==> config.mk <==
export PLATFORM = sky130hd
export DESIGN_NAME = tam_grad
export DESIGN_NICKNAME = d
export VERILOG_FILES = /design/src/design/tam_pkg.sv /design/src/design/tam_grad.sv
export SDC_FILE = /design/constraint.sdc
export NUM_CORES = 2
export LEC_CHECK = 0
export BUFFER_PORTS_ARGS = -buffer_cell sky130_fd_sc_hd__buf_2
export CORE_MARGIN = 3
export CORE_UTILIZATION = 60
export DETAILED_ROUTE_END_ITERATION = 8
export GPL_ROUTABILITY_DRIVEN = 0
export PLACE_DENSITY = 0.8
export SYNTH_ARGS = -nofsm -noshare
export SYNTH_HDL_FRONTEND = slang
export SYNTH_SLANG_ARGS = --single-unit
==> constraint.sdc <==
create_clock -name clock -period 27.8 [get_ports clock]
set_clock_uncertainty 0.2 [all_clocks]
set_input_delay 1.39 -clock clock [delete_from_list [all_inputs] [get_ports clock]]
set_output_delay 1.39 -clock clock [all_outputs]
set_load 0.01 [all_outputs]
==> src/design/tam_pkg.sv <==
package tam_pkg;

   localparam int HEIGHT_BITS     = 24;
   localparam int ANGLE_FRAC_BITS = 6;
   localparam int SPAN_W          = 2;
   localparam int CELL_W          = 24;
   localparam int CSR_W           = 24;
   localparam int CSR_IDX_W       = 3;

   localparam int DIFF_W  = HEIGHT_BITS + 1;
   localparam int MAG_W   = HEIGHT_BITS;
   localparam int SMAG_W  = MAG_W + SPAN_W;
   localparam int PROD_W  = SMAG_W + CELL_W;
   localparam int SHIFT_W = $clog2(PROD_W);
   localparam int NORM_W  = 30;
   localparam int CX_W    = NORM_W + 4;
   localparam int CZ_W    = 24;
   localparam int CORDIC_STEPS = 20;
   localparam int Z_SHIFT = 14 - ANGLE_FRAC_BITS;

   localparam int TURN_FULL    = 360 * (2 ** ANGLE_FRAC_BITS);
   localparam int TURN_HALF    = 180 * (2 ** ANGLE_FRAC_BITS);
   localparam int TURN_QUARTER = 90 * (2 ** ANGLE_FRAC_BITS);
   localparam int AZ_W   = 15;
   localparam int RNG_W  = 14;
   localparam int ANG_W  = $clog2(TURN_FULL + 1);
   localparam int PHI_W  = $clog2(TURN_QUARTER + 1);
   localparam int SANG_W = ANG_W + 2;

   localparam int MASK_W  = 17;
   localparam int T_W     = 16;
   localparam int REM_W   = RNG_W + 1;
   localparam int DIV_BITS_PER_STAGE = 2;
   localparam int DIV_STAGES = T_W / DIV_BITS_PER_STAGE;
   localparam int TT_W    = 2 * T_W;
   localparam int K_W     = T_W + 2;
   localparam int SM_W    = TT_W + K_W;
   localparam int ONE_Q16 = 65536;

   localparam logic [CSR_IDX_W-1:0] REG_AZIMUTH   = 3'd0;
   localparam logic [CSR_IDX_W-1:0] REG_RANGE_MIN = 3'd1;
   localparam logic [CSR_IDX_W-1:0] REG_RANGE_MAX = 3'd2;
   localparam logic [CSR_IDX_W-1:0] REG_FALLOFF   = 3'd3;
   localparam logic [CSR_IDX_W-1:0] REG_CELL_X    = 3'd4;
   localparam logic [CSR_IDX_W-1:0] REG_CELL_Y    = 3'd5;

   typedef enum logic [1:0] {
      MODE_ZERO,
      MODE_ONE,
      MODE_RISE,
      MODE_FALL
   } mode_type;

   typedef struct packed {
      logic signed [HEIGHT_BITS-1:0] height_left;
      logic signed [HEIGHT_BITS-1:0] height_right;
      logic signed [HEIGHT_BITS-1:0] height_down;
      logic signed [HEIGHT_BITS-1:0] height_up;
      logic [SPAN_W-1:0]             span_x;
      logic [SPAN_W-1:0]             span_y;
   } req_type;

   typedef struct packed {
      logic [MASK_W-1:0] mask;
      logic              flat;
   } rsp_type;

   typedef struct packed {
      logic [ANG_W-1:0]  az;
      logic [RNG_W-1:0]  lo;
      logic [RNG_W-1:0]  hi;
      logic [RNG_W-1:0]  fall;
      logic [CELL_W-1:0] cx;
      logic [CELL_W-1:0] cy;
   } cfg_type;

   typedef struct packed {
      logic flat;
      logic u_neg;
      logic v_neg;
   } side_type;

   typedef struct packed {
      side_type          side;
      logic [NORM_W-1:0] a;
      logic [NORM_W-1:0] b;
   } vec_type;

   typedef struct packed {
      side_type               side;
      logic signed [CZ_W-1:0] z;
   } ang_type;

   typedef struct packed {
      logic            flat;
      mode_type        mode;
      logic [SM_W-1:0] prod;
   } wgt_type;

   function automatic logic signed [CZ_W-1:0] atan_step(input int i);
      logic signed [CZ_W-1:0] r;
      case (i)
         0: r = 24'sd737280;
         1: r = 24'sd435242;
         2: r = 24'sd229970;
         3: r = 24'sd116736;
         4: r = 24'sd58595;
         5: r = 24'sd29326;
         6: r = 24'sd14667;
         7: r = 24'sd7334;
         8: r = 24'sd3667;
         9: r = 24'sd1833;
         10: r = 24'sd917;
         11: r = 24'sd458;
         12: r = 24'sd229;
         13: r = 24'sd115;
         14: r = 24'sd57;
         15: r = 24'sd29;
         16: r = 24'sd14;
         17: r = 24'sd7;
         18: r = 24'sd4;
         19: r = 24'sd2;
         default: r = '0;
      endcase
      return r;
   endfunction

endpackage

==> src/design/tam_grad.sv <==
module tam_grad (
   input  logic              clock,
   input  logic              reset,
   input  logic              en,
   input  logic              in_valid,
   input  tam_pkg::req_type  in_data,
   input  tam_pkg::cfg_type  cfg,
   output logic              out_valid,
   output tam_pkg::vec_type  out_data
);

   localparam int DW = tam_pkg::DIFF_W;
   localparam int SW = tam_pkg::SMAG_W;
   localparam int PW = tam_pkg::PROD_W;
   localparam int NW = tam_pkg::NORM_W;

   logic [4:0] valid_ff;

   logic signed [DW-1:0] dx_ff, dy_ff;
   logic [tam_pkg::SPAN_W-1:0] sx_ff, sy_ff;

   logic [DW-1:0] magx, magy;
   logic [SW-1:0] mx_ff, my_ff;
   tam_pkg::side_type side2_ff, side3_ff, side4_ff;

   logic [PW-1:0] a_ff, b_ff, a4_ff, b4_ff;
   logic [PW-1:0] m;
   logic [tam_pkg::SHIFT_W-1:0] p_in, p_ff;

   logic [PW+NW-2:0] a_wide, b_wide;
   tam_pkg::vec_type out_ff;

   assign magx = dx_ff[DW-1] ? DW'(-dx_ff) : DW'(dx_ff);
   assign magy = dy_ff[DW-1] ? DW'(-dy_ff) : DW'(dy_ff);

   assign m = a_ff | b_ff;
   always_comb begin
      p_in = '0;
      for (int i = 0; i < PW; i++) begin
         if (m[i]) begin
            p_in = tam_pkg::SHIFT_W'(i);
         end
      end
   end

   assign a_wide = {a4_ff, {(NW-1){1'b0}}} >> p_ff;
   assign b_wide = {b4_ff, {(NW-1){1'b0}}} >> p_ff;

   always_ff @(posedge clock) begin
      if (reset) begin
         valid_ff <= '0;
      end else if (en) begin
         valid_ff <= {valid_ff[3:0], in_valid};
         dx_ff <= DW'(in_data.height_right) - DW'(in_data.height_left);
         dy_ff <= DW'(in_data.height_up) - DW'(in_data.height_down);
         sx_ff <= (in_data.span_x == '0) ? tam_pkg::SPAN_W'(1) : in_data.span_x;
         sy_ff <= (in_data.span_y == '0) ? tam_pkg::SPAN_W'(1) : in_data.span_y;

         mx_ff <= SW'(magx[tam_pkg::MAG_W-1:0]) * SW'(sy_ff);
         my_ff <= SW'(magy[tam_pkg::MAG_W-1:0]) * SW'(sx_ff);
         side2_ff.flat  <= (dx_ff == '0) && (dy_ff == '0);
         side2_ff.u_neg <= !dy_ff[DW-1] && (dy_ff != '0);
         side2_ff.v_neg <= !dx_ff[DW-1] && (dx_ff != '0);

         a_ff <= PW'(my_ff) * PW'(cfg.cx);
         b_ff <= PW'(mx_ff) * PW'(cfg.cy);
         side3_ff <= side2_ff;

         a4_ff <= a_ff;
         b4_ff <= b_ff;
         p_ff <= p_in;
         side4_ff <= side3_ff;

         out_ff.side <= side4_ff;
         out_ff.a <= a_wide[NW-1:0];
         out_ff.b <= b_wide[NW-1:0];
      end
   end

   assign out_valid = valid_ff[4];
   assign out_data = out_ff;

endmodule

==> reports/results.ini <==
[clock_tree]
clk_latency_ns=0.61
clock-sinks=389
cts_max_path_buffers=3
hold_buffers=0
cts.root.buffer_cell=clkbuf_16
cts_setup_buffers=0
ctsResizeCount=0
cts_made_buffers=41
tritoncts=built
cts_max_level=2
clk_pin_slew_worst_paths_ns=0.06

[global_routing]
grt_max_degree=98
gr-total-overflow=0
grt_usage_pct=30.3
grt_pass1_wl_um=261000
antenna_found_initial=4
grt_pass1_vias=49900

[synthesis]
syn_nets=8281
synth-seq-cells=389
postSynth.topFlopCell=edfxtp_1
synth.distinct_cells=81
syn_avg_cell_area_um2=9.65
synth_top_area_share_pct=33.4
synth_edf_count=384
yosysTopAreaCell=fa_1
syn_inst=6568
netlist_area_um2=63400
synth.area.top_cells=fa_1 33%, edfxtp_1 18%, ha_1 8.8%
ys_warn_count=0
seq_area_frac_synth_pct=18.4
async_reset_ff_share_pct=0

[finish]
fill_cells=8157
stdcell_count=7958
fin_nets=8258
drive_above_1_share_pct=7.33
areaGrowthSynthToFinish_pct=5.28

[worst_setup_path]
cp-start-kind=primary input
slowest_stage=o31ai_1
cpMostUsedCell=fa_1
critPathArrivalTime_ns=9.00
cpPeakStageDelay_ns=0.72
required_ns=27.93
cp-end-kind=flop
crit_chain=buf_2 > nand2_1 > fa_1 > fa_1 > inv_1 > fa_1 > ha_1 > inv_1 > fa_1 > inv_1 > fa_1 > fa_1 > ha_1 > nand2_1 > o31ai_1 > o221ai_1 > o31ai_1 > a31oi_1 > o21ai_0 > a31o_2 > a21oi_1 > xnor2_1
path_class=primary input to flop
crit_fanout=26

[worst_hold_path]
hold_path.class=flop to flop

[sta]
hold_viol=0
rsz0062_at_grt=no
worst_slew_pin_slew_ns=1.28
fin_setup_tns_ns=0
period_needed_ns=8.87
fin_crit_sh_pct=31.9
setup_viol=0
fmax_mhz=113
timing.slew.headroom_pct=13.6
slew_violations=0

[floorplan]
start_util_pct=60.8
io_pins=273
fp.dieArea_um2=110000
die_h_um=331
rows=118
die_x_um=331
core_area_um2=104000

[route]
drt-met1-wl_um=59000
first_pass_iters=8
drt_iter0_drc=4504
routed_via_density=5.96
wl_met3_um=18300
antenna_left=0
drc=0
vias=47400
top_layer=met5
met2_length_um=75600
wl_per_cell_um=20.4
wl_um=162000

[place]
dp.cells=7882
port_buffers=215
hpwl_um=124000

[run_status]
status=finished clean

[run]
cap_viol_max_count=0

worst max-delay path: cells and delay by family:
family,cells,cell delay [ns]
xor+xnor,1,0.12
simple gates,2,0.28
fa+ha+maj,8,3.58
buf+inv,4,0.79
compound gates,7,2.82
layout by cell type (no fill, tap or decap), types with 25 or more instances in the layout:
cell type / instances
mux2i_1: 97
fa_1: 1056
a211oi_1: 36
o31ai_1: 33
clkbuf_16: 41
and3_1: 25
o21ai_0: 160
ha_1: 448
nand3_1: 40
and2_1: 444
a21o_1: 82
buf_2: 215
nand2_1: 1022
inv_1: 1156
xnor2_1: 120
o21a_1: 54
mux4_2: 80
edfxtp_1: 384
xor2_1: 83
nor3_1: 49
a21oi_1: 194
buf_4: 49
mux2_2: 45
nor2b_1: 113
nor2_1: 203
nand2b_1: 36
per-stage QoR:
stage / worst slack, ns / cell area [um^2] / hold WS (ns) / utilization, %
after CTS: 19.13 / 66700 / 0.221 / 64.0
after detailed placement: 18.54 / 65300 / 0.205 / 62.6
final: 18.93 / 66700 / 0.224 / 64.0
after global placement: 18.66 / 65300 / 0.201 / 62.6
after floorplan: 7.89 / 63400 / 0.200 / -
after global routing: 18.69 / 66700 / 0.230 / 64.0
area by class of cell:
cell class / instances / area (um^2) / area share, %
clock buffers: 45 / 1040 / 1.56
well taps: 1380 / 1730 / 2.59
flip-flops and latches: 389 / 11600 / 17.4
repair buffers: 264 / 1440 / 2.16
clock inverters: 28 / 372 / 0.557
multi-input cells: 4691 / 46100 / 69.2
diodes: 3 / 7.51 / 0.0113
inverters: 1158 / 4350 / 6.52
logic make-up (layout without fill, tap and decap cells):
kind of cell,Yosys count,in the layout,share of synthesized area [%]
other,0,3,0
and+or+nand+nor,2025,2025,15.1
xor gates and xnor gates,203,203,2.81
AOI/OAI and AO/OA,737,737,7.55
adders and majority gates,1504,1504,42.2
muxes,222,222,5.18
buffers and inverters,1488,1495,8.84
DFF,389,389,18.4
worst paths after layout:
kind,startpoint,endpoint,depth (start not counted),slack [ns]
setup / recovery,cfg[31],a_ff[49]$_DFFE_PP_,22,18.93
hold / removal,a_ff[21]$_DFFE_PP_,a4_ff[21]$_DFFE_PP_,0,0.22
setup reg to reg,mx_ff[6]$_DFFE_PP_,b_ff[45]$_DFFE_PP_,22,19.14
hold reg to reg,a_ff[21]$_DFFE_PP_,a4_ff[21]$_DFFE_PP_,0,0.22
synthesized netlist by cell type, drive strengths merged, types with 40 or more instances:
cell and instances:
o21ai 162, nand2 1024, and2 445, xor2 83, a21oi 195, mux2i 97
nor2 204, o21a 54, nor3 49, nand3 40, xnor2 120, nor2b 114
mux2 45, ha 448, clkbuf 305, edfxtp 384, fa 1056, a21o 82
inv 1156, mux4 80
state kept, by name, indices dropped and copies added, names as in the netlist, 6 cells and up:
register / flops
a4_ff: 50
a_ff: 50
b4_ff: 50
b_ff: 50
dx_ff: 25
dy_ff: 25
mx_ff: 26
my_ff: 26
out_data: 63
p_ff: 6
routing by layer:
layer | vias up | GRT usage [%]
met5 | - | 0
met4 | 4 | 14.3
met3 | 548 | 7.02
met2 | 2616 | 49.3
met1 | 23500 | 38.7
li1 | 20800 | -
Power is not shown: default switching activity piles up to over one toggle a cycle in this logic, so the estimate is an artifact.
