===== config.mk =====
export PLATFORM = sky130hd
export DESIGN_NAME = tam_weight
export DESIGN_NICKNAME = d
export VERILOG_FILES = /design/src/design/tam_pkg.sv /design/src/design/tam_weight.sv
export SDC_FILE = /design/constraint.sdc
export NUM_CORES = 2
export LEC_CHECK = 0
export BUFFER_PORTS_ARGS = -buffer_cell sky130_fd_sc_hd__buf_4
export CORE_MARGIN = 2
export CORE_UTILIZATION = 50
export CTS_BUF_LIST = sky130_fd_sc_hd__clkbuf_16
export CTS_CLUSTER_SIZE = 10
export DETAILED_ROUTE_END_ITERATION = 10
export GPL_TIMING_DRIVEN = 0
export PLACE_DENSITY = 0.67
export SKIP_LAST_GASP = 1
export SYNTH_ARGS = -nofsm -noshare
export SYNTH_HDL_FRONTEND = slang
export SYNTH_SLANG_ARGS = --single-unit

===== constraint.sdc =====
create_clock -name clock -period 39.5 [get_ports clock]
set_clock_uncertainty 0.05 [all_clocks]
set_input_delay 0 -clock clock [delete_from_list [all_inputs] [get_ports clock]]
set_output_delay 0 -clock clock [all_outputs]
set_load 0.005 [all_outputs]

===== src/design/tam_pkg.sv =====
package tam_pkg;

   localparam int HEIGHT_BITS     = 24;
   localparam int ANGLE_FRAC_BITS = 6;
   localparam int SPAN_W          = 2;
   localparam int CELL_W          = 24;
   localparam int CSR_W           = 24;
   localparam int CSR_IDX_W       = 3;

   localparam int DIFF_W  = HEIGHT_BITS + 1;
   localparam int MAG_W   = HEIGHT_BITS;
   localparam int SMAG_W  = MAG_W + SPAN_W;
   localparam int PROD_W  = SMAG_W + CELL_W;
   localparam int SHIFT_W = $clog2(PROD_W);
   localparam int NORM_W  = 30;
   localparam int CX_W    = NORM_W + 4;
   localparam int CZ_W    = 24;
   localparam int CORDIC_STEPS = 20;
   localparam int Z_SHIFT = 14 - ANGLE_FRAC_BITS;

   localparam int TURN_FULL    = 360 * (2 ** ANGLE_FRAC_BITS);
   localparam int TURN_HALF    = 180 * (2 ** ANGLE_FRAC_BITS);
   localparam int TURN_QUARTER = 90 * (2 ** ANGLE_FRAC_BITS);
   localparam int AZ_W   = 15;
   localparam int RNG_W  = 14;
   localparam int ANG_W  = $clog2(TURN_FULL + 1);
   localparam int PHI_W  = $clog2(TURN_QUARTER + 1);
   localparam int SANG_W = ANG_W + 2;

   localparam int MASK_W  = 17;
   localparam int T_W     = 16;
   localparam int REM_W   = RNG_W + 1;
   localparam int DIV_BITS_PER_STAGE = 2;
   localparam int DIV_STAGES = T_W / DIV_BITS_PER_STAGE;
   localparam int TT_W    = 2 * T_W;
   localparam int K_W     = T_W + 2;
   localparam int SM_W    = TT_W + K_W;
   localparam int ONE_Q16 = 65536;

   localparam logic [CSR_IDX_W-1:0] REG_AZIMUTH   = 3'd0;
   localparam logic [CSR_IDX_W-1:0] REG_RANGE_MIN = 3'd1;
   localparam logic [CSR_IDX_W-1:0] REG_RANGE_MAX = 3'd2;
   localparam logic [CSR_IDX_W-1:0] REG_FALLOFF   = 3'd3;
   localparam logic [CSR_IDX_W-1:0] REG_CELL_X    = 3'd4;
   localparam logic [CSR_IDX_W-1:0] REG_CELL_Y    = 3'd5;

   typedef enum logic [1:0] {
      MODE_ZERO,
      MODE_ONE,
      MODE_RISE,
      MODE_FALL
   } mode_type;

   typedef struct packed {
      logic signed [HEIGHT_BITS-1:0] height_left;
      logic signed [HEIGHT_BITS-1:0] height_right;
      logic signed [HEIGHT_BITS-1:0] height_down;
      logic signed [HEIGHT_BITS-1:0] height_up;
      logic [SPAN_W-1:0]             span_x;
      logic [SPAN_W-1:0]             span_y;
   } req_type;

   typedef struct packed {
      logic [MASK_W-1:0] mask;
      logic              flat;
   } rsp_type;

   typedef struct packed {
      logic [ANG_W-1:0]  az;
      logic [RNG_W-1:0]  lo;
      logic [RNG_W-1:0]  hi;
      logic [RNG_W-1:0]  fall;
      logic [CELL_W-1:0] cx;
      logic [CELL_W-1:0] cy;
   } cfg_type;

   typedef struct packed {
      logic flat;
      logic u_neg;
      logic v_neg;
   } side_type;

   typedef struct packed {
      side_type          side;
      logic [NORM_W-1:0] a;
      logic [NORM_W-1:0] b;
   } vec_type;

   typedef struct packed {
      side_type               side;
      logic signed [CZ_W-1:0] z;
   } ang_type;

   typedef struct packed {
      logic            flat;
      mode_type        mode;
      logic [SM_W-1:0] prod;
   } wgt_type;

   function automatic logic signed [CZ_W-1:0] atan_step(input int i);
      logic signed [CZ_W-1:0] r;
      case (i)
         0: r = 24'sd737280;
         1: r = 24'sd435242;
         2: r = 24'sd229970;
         3: r = 24'sd116736;
         4: r = 24'sd58595;
         5: r = 24'sd29326;
         6: r = 24'sd14667;
         7: r = 24'sd7334;
         8: r = 24'sd3667;
         9: r = 24'sd1833;
         10: r = 24'sd917;
         11: r = 24'sd458;
         12: r = 24'sd229;
         13: r = 24'sd115;
         14: r = 24'sd57;
         15: r = 24'sd29;
         16: r = 24'sd14;
         17: r = 24'sd7;
         18: r = 24'sd4;
         19: r = 24'sd2;
         default: r = '0;
      endcase
      return r;
   endfunction

endpackage


===== src/design/tam_weight.sv =====
module tam_weight (
   input  logic              clock,
   input  logic              reset,
   input  logic              en,
   input  logic              in_valid,
   input  tam_pkg::ang_type  in_data,
   input  tam_pkg::cfg_type  cfg,
   output logic              out_valid,
   output tam_pkg::wgt_type  out_data
);

   localparam int AW = tam_pkg::ANG_W;
   localparam int SA = tam_pkg::SANG_W;
   localparam int RW = tam_pkg::RNG_W;
   localparam int EW = tam_pkg::REM_W;
   localparam int TW = tam_pkg::T_W;
   localparam int DS = tam_pkg::DIV_STAGES;
   localparam int DB = tam_pkg::DIV_BITS_PER_STAGE;
   localparam int QW = tam_pkg::CZ_W;

   logic [3:0] valid_ff;
   tam_pkg::side_type side1_ff, side2_ff;
   logic flat3_ff;

   logic signed [QW-1:0] zc, zr;
   logic [tam_pkg::PHI_W-1:0] phi_in, phi_ff;
   logic [AW-1:0] th_raw, theta_ff;
   logic signed [SA-1:0] diff, diffw;
   logic [AW-1:0] d_ff;

   logic signed [SA-1:0] ds, los, his, fs, lof, hif;
   tam_pkg::mode_type mode_in, mode4_ff;
   logic [RW-1:0] num_in, num4_ff;
   logic flat4_ff;

   logic [DS-1:0] dvalid_ff;
   logic [EW-1:0] rem_ff [DS];
   logic [TW-1:0] q_ff [DS];
   tam_pkg::mode_type dmode_ff [DS];
   logic dflat_ff [DS];
   logic [EW-1:0] rem_in [DS];
   logic [TW-1:0] q_in [DS];

   logic [1:0] mvalid_ff;
   logic [tam_pkg::TT_W-1:0] tt_ff;
   logic [tam_pkg::K_W-1:0] k_ff;
   tam_pkg::mode_type mode5_ff, mode6_ff;
   logic flat5_ff, flat6_ff;
   logic [tam_pkg::SM_W-1:0] prod_ff;

   assign zc = in_data.z[QW-1] ? '0 : in_data.z;
   assign zr = (zc + QW'(2 ** (tam_pkg::Z_SHIFT - 1))) >>> tam_pkg::Z_SHIFT;
   assign phi_in = (zr > QW'(tam_pkg::TURN_QUARTER)) ?
                   tam_pkg::PHI_W'(tam_pkg::TURN_QUARTER) : zr[tam_pkg::PHI_W-1:0];

   always_comb begin
      case ({side1_ff.u_neg, side1_ff.v_neg})
         2'b00: th_raw = AW'(phi_ff);
         2'b10: th_raw = AW'(tam_pkg::TURN_HALF) - AW'(phi_ff);
         2'b11: th_raw = AW'(tam_pkg::TURN_HALF) + AW'(phi_ff);
         default: th_raw = AW'(tam_pkg::TURN_FULL) - AW'(phi_ff);
      endcase
   end

   assign diff = SA'(theta_ff) - SA'(cfg.az);
   assign diffw = diff[SA-1] ? diff + SA'(tam_pkg::TURN_FULL) : diff;

   assign ds  = SA'(d_ff);
   assign los = SA'(cfg.lo);
   assign his = SA'(cfg.hi);
   assign fs  = SA'(cfg.fall);
   assign lof = los - fs;
   assign hif = his + fs;

   always_comb begin
      mode_in = tam_pkg::MODE_ZERO;
      num_in = '0;
      if (ds >= los && ds <= his) begin
         mode_in = tam_pkg::MODE_ONE;
      end else if (fs == '0) begin
         mode_in = tam_pkg::MODE_ZERO;
      end else if (ds < los && ds > lof) begin
         mode_in = tam_pkg::MODE_RISE;
         num_in = RW'(ds - lof);
      end else if (ds > his && ds < hif) begin
         mode_in = tam_pkg::MODE_FALL;
         num_in = RW'(ds - his);
      end
      if (flat3_ff) begin
         mode_in = tam_pkg::MODE_ZERO;
      end
   end

   for (genvar k = 0; k < DS; k++) begin : g_div
      logic [EW-1:0] rp;
      logic [TW-1:0] qp;
      if (k == 0) begin : g_first
         assign rp = EW'(num4_ff);
         assign qp = '0;
      end else begin : g_next
         assign rp = rem_ff[k-1];
         assign qp = q_ff[k-1];
      end
      always_comb begin
         logic [EW-1:0] r;
         logic [TW-1:0] q;
         r = rp;
         q = qp;
         for (int j = 0; j < DB; j++) begin
            r = {r[EW-2:0], 1'b0};
            if (r >= EW'(cfg.fall)) begin
               r = r - EW'(cfg.fall);
               q = {q[TW-2:0], 1'b1};
            end else begin
               q = {q[TW-2:0], 1'b0};
            end
         end
         rem_in[k] = r;
         q_in[k] = q;
      end
   end

   always_ff @(posedge clock) begin
      if (reset) begin
         valid_ff <= '0;
         dvalid_ff <= '0;
         mvalid_ff <= '0;
      end else if (en) begin
         valid_ff <= {valid_ff[2:0], in_valid};
         dvalid_ff <= {dvalid_ff[DS-2:0], valid_ff[3]};
         mvalid_ff <= {mvalid_ff[0], dvalid_ff[DS-1]};

         phi_ff <= phi_in;
         side1_ff <= in_data.side;

         theta_ff <= (th_raw >= AW'(tam_pkg::TURN_FULL)) ?
                     th_raw - AW'(tam_pkg::TURN_FULL) : th_raw;
         side2_ff <= side1_ff;

         flat3_ff <= side2_ff.flat;
         d_ff <= (diffw > SA'(tam_pkg::TURN_HALF)) ?
                 AW'(SA'(tam_pkg::TURN_FULL) - diffw) : AW'(diffw);

         mode4_ff <= mode_in;
         num4_ff <= num_in;
         flat4_ff <= flat3_ff;

         dmode_ff[0] <= mode4_ff;
         dflat_ff[0] <= flat4_ff;
         for (int k = 1; k < DS; k++) begin
            dmode_ff[k] <= dmode_ff[k-1];
            dflat_ff[k] <= dflat_ff[k-1];
         end
         for (int k = 0; k < DS; k++) begin
            rem_ff[k] <= rem_in[k];
            q_ff[k] <= q_in[k];
         end

         tt_ff <= tam_pkg::TT_W'(q_ff[DS-1]) * tam_pkg::TT_W'(q_ff[DS-1]);
         k_ff <= tam_pkg::K_W'(3 * tam_pkg::ONE_Q16) - {q_ff[DS-1], 1'b0};
         mode5_ff <= dmode_ff[DS-1];
         flat5_ff <= dflat_ff[DS-1];

         prod_ff <= tam_pkg::SM_W'(tt_ff) * tam_pkg::SM_W'(k_ff);
         mode6_ff <= mode5_ff;
         flat6_ff <= flat5_ff;
      end
   end

   assign out_valid = mvalid_ff[1];
   assign out_data.flat = flat6_ff;
   assign out_data.mode = mode6_ff;
   assign out_data.prod = prod_ff;

endmodule


==> metrics.txt <==
cell count after synthesis 5,587; H-tree Lvls 2; critical path capture point type register; slowest stage delay, CP 0.80 ns; Worst-path clk slew 0.06 ns; total die area 108,000 sq um; non-filler instance count after layout 7,250; n_diodes 0; Netlist cell types 95; Nets 7,156; GR Overflow Total 0; DRT Pass-1 Iters 6; count of input and output buffers 131; hold path endpoint num4_ff[2]$_SDFFCE_PP0P_; cell depth of the worst flop-to-flop path 23; pin count of the biggest net entering global routing 36; Worst EP arrival 8.81 ns; Area growth syn-to-layout 9.55%; hold slack 0.0665 ns; antenna violations before repair 2; sequential element share of the synthesized area 21.0%; DR vias 40,400; Post-Route WL 139,000 microns; crit-path max FO 10; Max Clk Rate 0.118 GHz; Mean Syn Cell Area 9.46 sq um; syn nets 6,917; crit path launch type register; clk_lat worst skew 0.66 ns; flop and latch count out of synthesis 375; CP cell instances clkbuf_1, nand2_1, fa_1, inv_1, fa_1, inv_1, fa_1, inv_1, fa_1, fa_1, inv_1, fa_1, inv_1, ha_1, and3_1, nand3_1, a211oi_1, a22o_1, o2111ai_1, a21boi_0, a2111oi_0, nor3_1, xor2_1; asr flop ratio synth 0%; DRC 0; Slew Limit Fails 0; vias per std cell 5.58; RD Place Congestion 0.955; vias in the first global route 41,200; worst rel slew slack 4.17%; reg2reg start k_ff[10]$_DFFE_PP_; status complete, no violations; number of setup buffers added after CTS 0; synthesized area 52,800 sq um; FF-to-FF End prod_ff[47]$_DFFE_PP_; Initial Util 50.3%; Die Span X 329 microns; Post-synth top flop edfxtp_1; Setup TNS 0 ns; WL/cell 19.1 microns; register-to-register setup slack 31.03 ns; first-pass GRT wire length 223,000 microns; CP max-delay cell a211oi_1; CTS Buf Count 51; most numerous cell on the critical path fa_1; Tightest Pin Transition 1.44 ns; DIE HEIGHT 329 microns; Worst EP required 39.83 ns; fin crit period 8.47 ns; setup violators final 0; CTS tree done; remaining antenna violation count 0; FP Rows 119; fillers 9,453; root buf cell clkbuf_16; RSZ-0062 raised after global routing false; Syn. warnings 0; total core area 105,000 sq um; Final Cycle Share 21.5%; worst hold path depth 6; global-route usage over all layers 26.0%; critical path start-end classification register to register; CTS sink cnt 375; Post-synth EDFFs 361; cell count after placement 7,120; Tightest Hold Check Type input port to register; Final Hold Fails 0; HPWL Detailed 110,000 microns; CTS max path bufs 3; max cap viols 0; Hold Startpoint cfg[64]; layout cell share with drive strength beyond 1 6.28%; Top-Level Pins 190; DR iter-0 viols 2,751
==> cells in the mapped netlist (53+ instances only) <==
library cell / instances / area share, %
a21oi_1: 263 / 2.5
o21ai_0: 205 / 1.9
xnor2_1: 215 / 3.6
nor2b_1: 64 / 0.76
xor2_1: 118 / 2.0
a21o_1: 159 / 2.3
nand4_1: 53 / 0.63
and2_1: 321 / 3.8
ha_1: 584 / 14
inv_1: 880 / 6.3
o21a_1: 53 / 0.75
fa_1: 610 / 23
clkbuf_1: 133 / 0.94
edfxtp_1: 361 / 21
nand3_1: 57 / 0.54
mux2_2: 82 / 1.7
nand2_1: 543 / 3.9
nor3_1: 81 / 0.77
nor2_1: 241 / 1.7
==> flip-flops by register name, summed over array words and instances (netlist names), 3 cells and up <==
signal / flops
side1_ff: 3
tt_ff: 31
phi_ff: 13
d_ff: 15
q_ff: 72
dflat_ff: 8
valid_ff: 4
prod_ff: 49
rem_ff: 98
theta_ff: 15
dmode_ff: 16
k_ff: 16
dvalid_ff: 8
num4_ff: 14
==> cell type report <==
type	count	area (sq um)	share of cell area, %
Buffer	154	621	1.07
Clock buffer	52	1300	2.25
Clock inverter	34	352	0.607
Inverter	888	3330	5.76
Multi-Input combinational cell	4170	37800	65.3
Sequential cell	375	11100	19.2
Tap cell	1391	1740	3.01
Timing Repair Buffer	186	1640	2.84
==> cells in the final DEF, fill, tap and decap left out, types with 11 or more instances in the layout <==
cell type | Yosys | final
clkbuf_16 | 0 | 52
nand3_1 | 57 | 57
xor2_1 | 118 | 118
fa_1 | 610 | 610
and3_1 | 30 | 30
dfxtp_1 | 14 | 14
dlygate4sd3_1 | 0 | 44
and2_1 | 321 | 321
nor4_1 | 21 | 21
or3_1 | 20 | 20
o21a_1 | 53 | 53
nor2_1 | 241 | 241
o31ai_1 | 21 | 21
a31oi_1 | 26 | 26
nor3_1 | 81 | 81
nand2_1 | 543 | 543
mux2_2 | 82 | 82
ha_1 | 584 | 584
xnor2_1 | 215 | 215
o21ai_0 | 205 | 205
edfxtp_1 | 361 | 361
a211o_1 | 11 | 11
a21oi_1 | 263 | 263
nand2b_1 | 52 | 52
or2_2 | 22 | 22
a21boi_0 | 18 | 18
nand4_1 | 53 | 53
a21o_1 | 159 | 159
o211ai_1 | 12 | 12
clkbuf_1 | 133 | 133
buf_4 | 7 | 138
clkinv_1 | 8 | 13
mux2i_1 | 26 | 26
inv_1 | 880 | 891
a211oi_1 | 24 | 24
o21bai_1 | 38 | 38
buf_12 | 0 | 11
nor2b_1 | 64 | 63
nand3b_1 | 15 | 15
==> through the flow <==
| step | utilization, % | instance area (sq um) | setup slack [ns] |
|---|---|---|---|
| detailed placement | 53.1 | 55800 | 31.05 |
| floorplan | - | 52800 | 21.71 |
| CTS | 55.1 | 57900 | 31.03 |
| finish | 55.1 | 57900 | 31.03 |
| global route | 55.1 | 57900 | 30.74 |
| global placement | 52.9 | 55600 | 14.23 |
==> critical path, delay by kind of cell (launching register included) <==
family | cells | cell delay (ns)
adders and majority gates | 7 | 3.35
AOI/OAI and AO/OA | 5 | 2.45
buffers and inverters | 6 | 0.88
and+or+nand+nor | 4 | 0.76
DFF | 1 | 0.62
xor gates and xnor gates | 1 | 0.11
==> worst max-delay path by stage <==
stage	startpoint	end	slack (ns)	cells past startpoint
detailed placement	k_ff[3]$_DFFE_PP_	prod_ff[47]$_DFFE_PP_	31.05	21
finish	k_ff[10]$_DFFE_PP_	prod_ff[47]$_DFFE_PP_	31.03	23
CTS	k_ff[3]$_DFFE_PP_	prod_ff[47]$_DFFE_PP_	31.03	21
global placement	en	side2_ff[2]$_DFFE_PP_	14.23	3
global route	k_ff[3]$_DFFE_PP_	prod_ff[47]$_DFFE_PP_	30.74	21
floorplan	en	d_ff[0]$_DFFE_PP_	21.71	3
==> what timing repair did <==
item,4_1_cts,5_1_grt
gates resized for setup,0,0
hold buffers,44,0
hold endpoints to repair,140,0
==> per-layer routing <==
layer	GRT usage (%)	wire [microns]	vias to the layer above
li1	-	-	19100
met1	33.9	59100	20000
met2	44.2	66000	1034
met3	2.92	7360	298
met4	10.8	6160	0
met5	0	0	-
==> logic make-up after synthesis <==
family / count (synthesis) / synth area share, %
xor gates and xnor gates: 333 / 5.52
AOI/OAI and AO/OA: 966 / 11.9
DFF: 375 / 21.0
adders and majority gates: 1194 / 36.9
and+or+nand+nor: 1559 / 14.6
muxes: 117 / 2.50
buffers and inverters: 1042 / 7.48
other: 1 / 0.00710
Power is left out: the tool's default activity adds up to more than one toggle a clock period on the data nets, which glitch-free logic cannot reach.
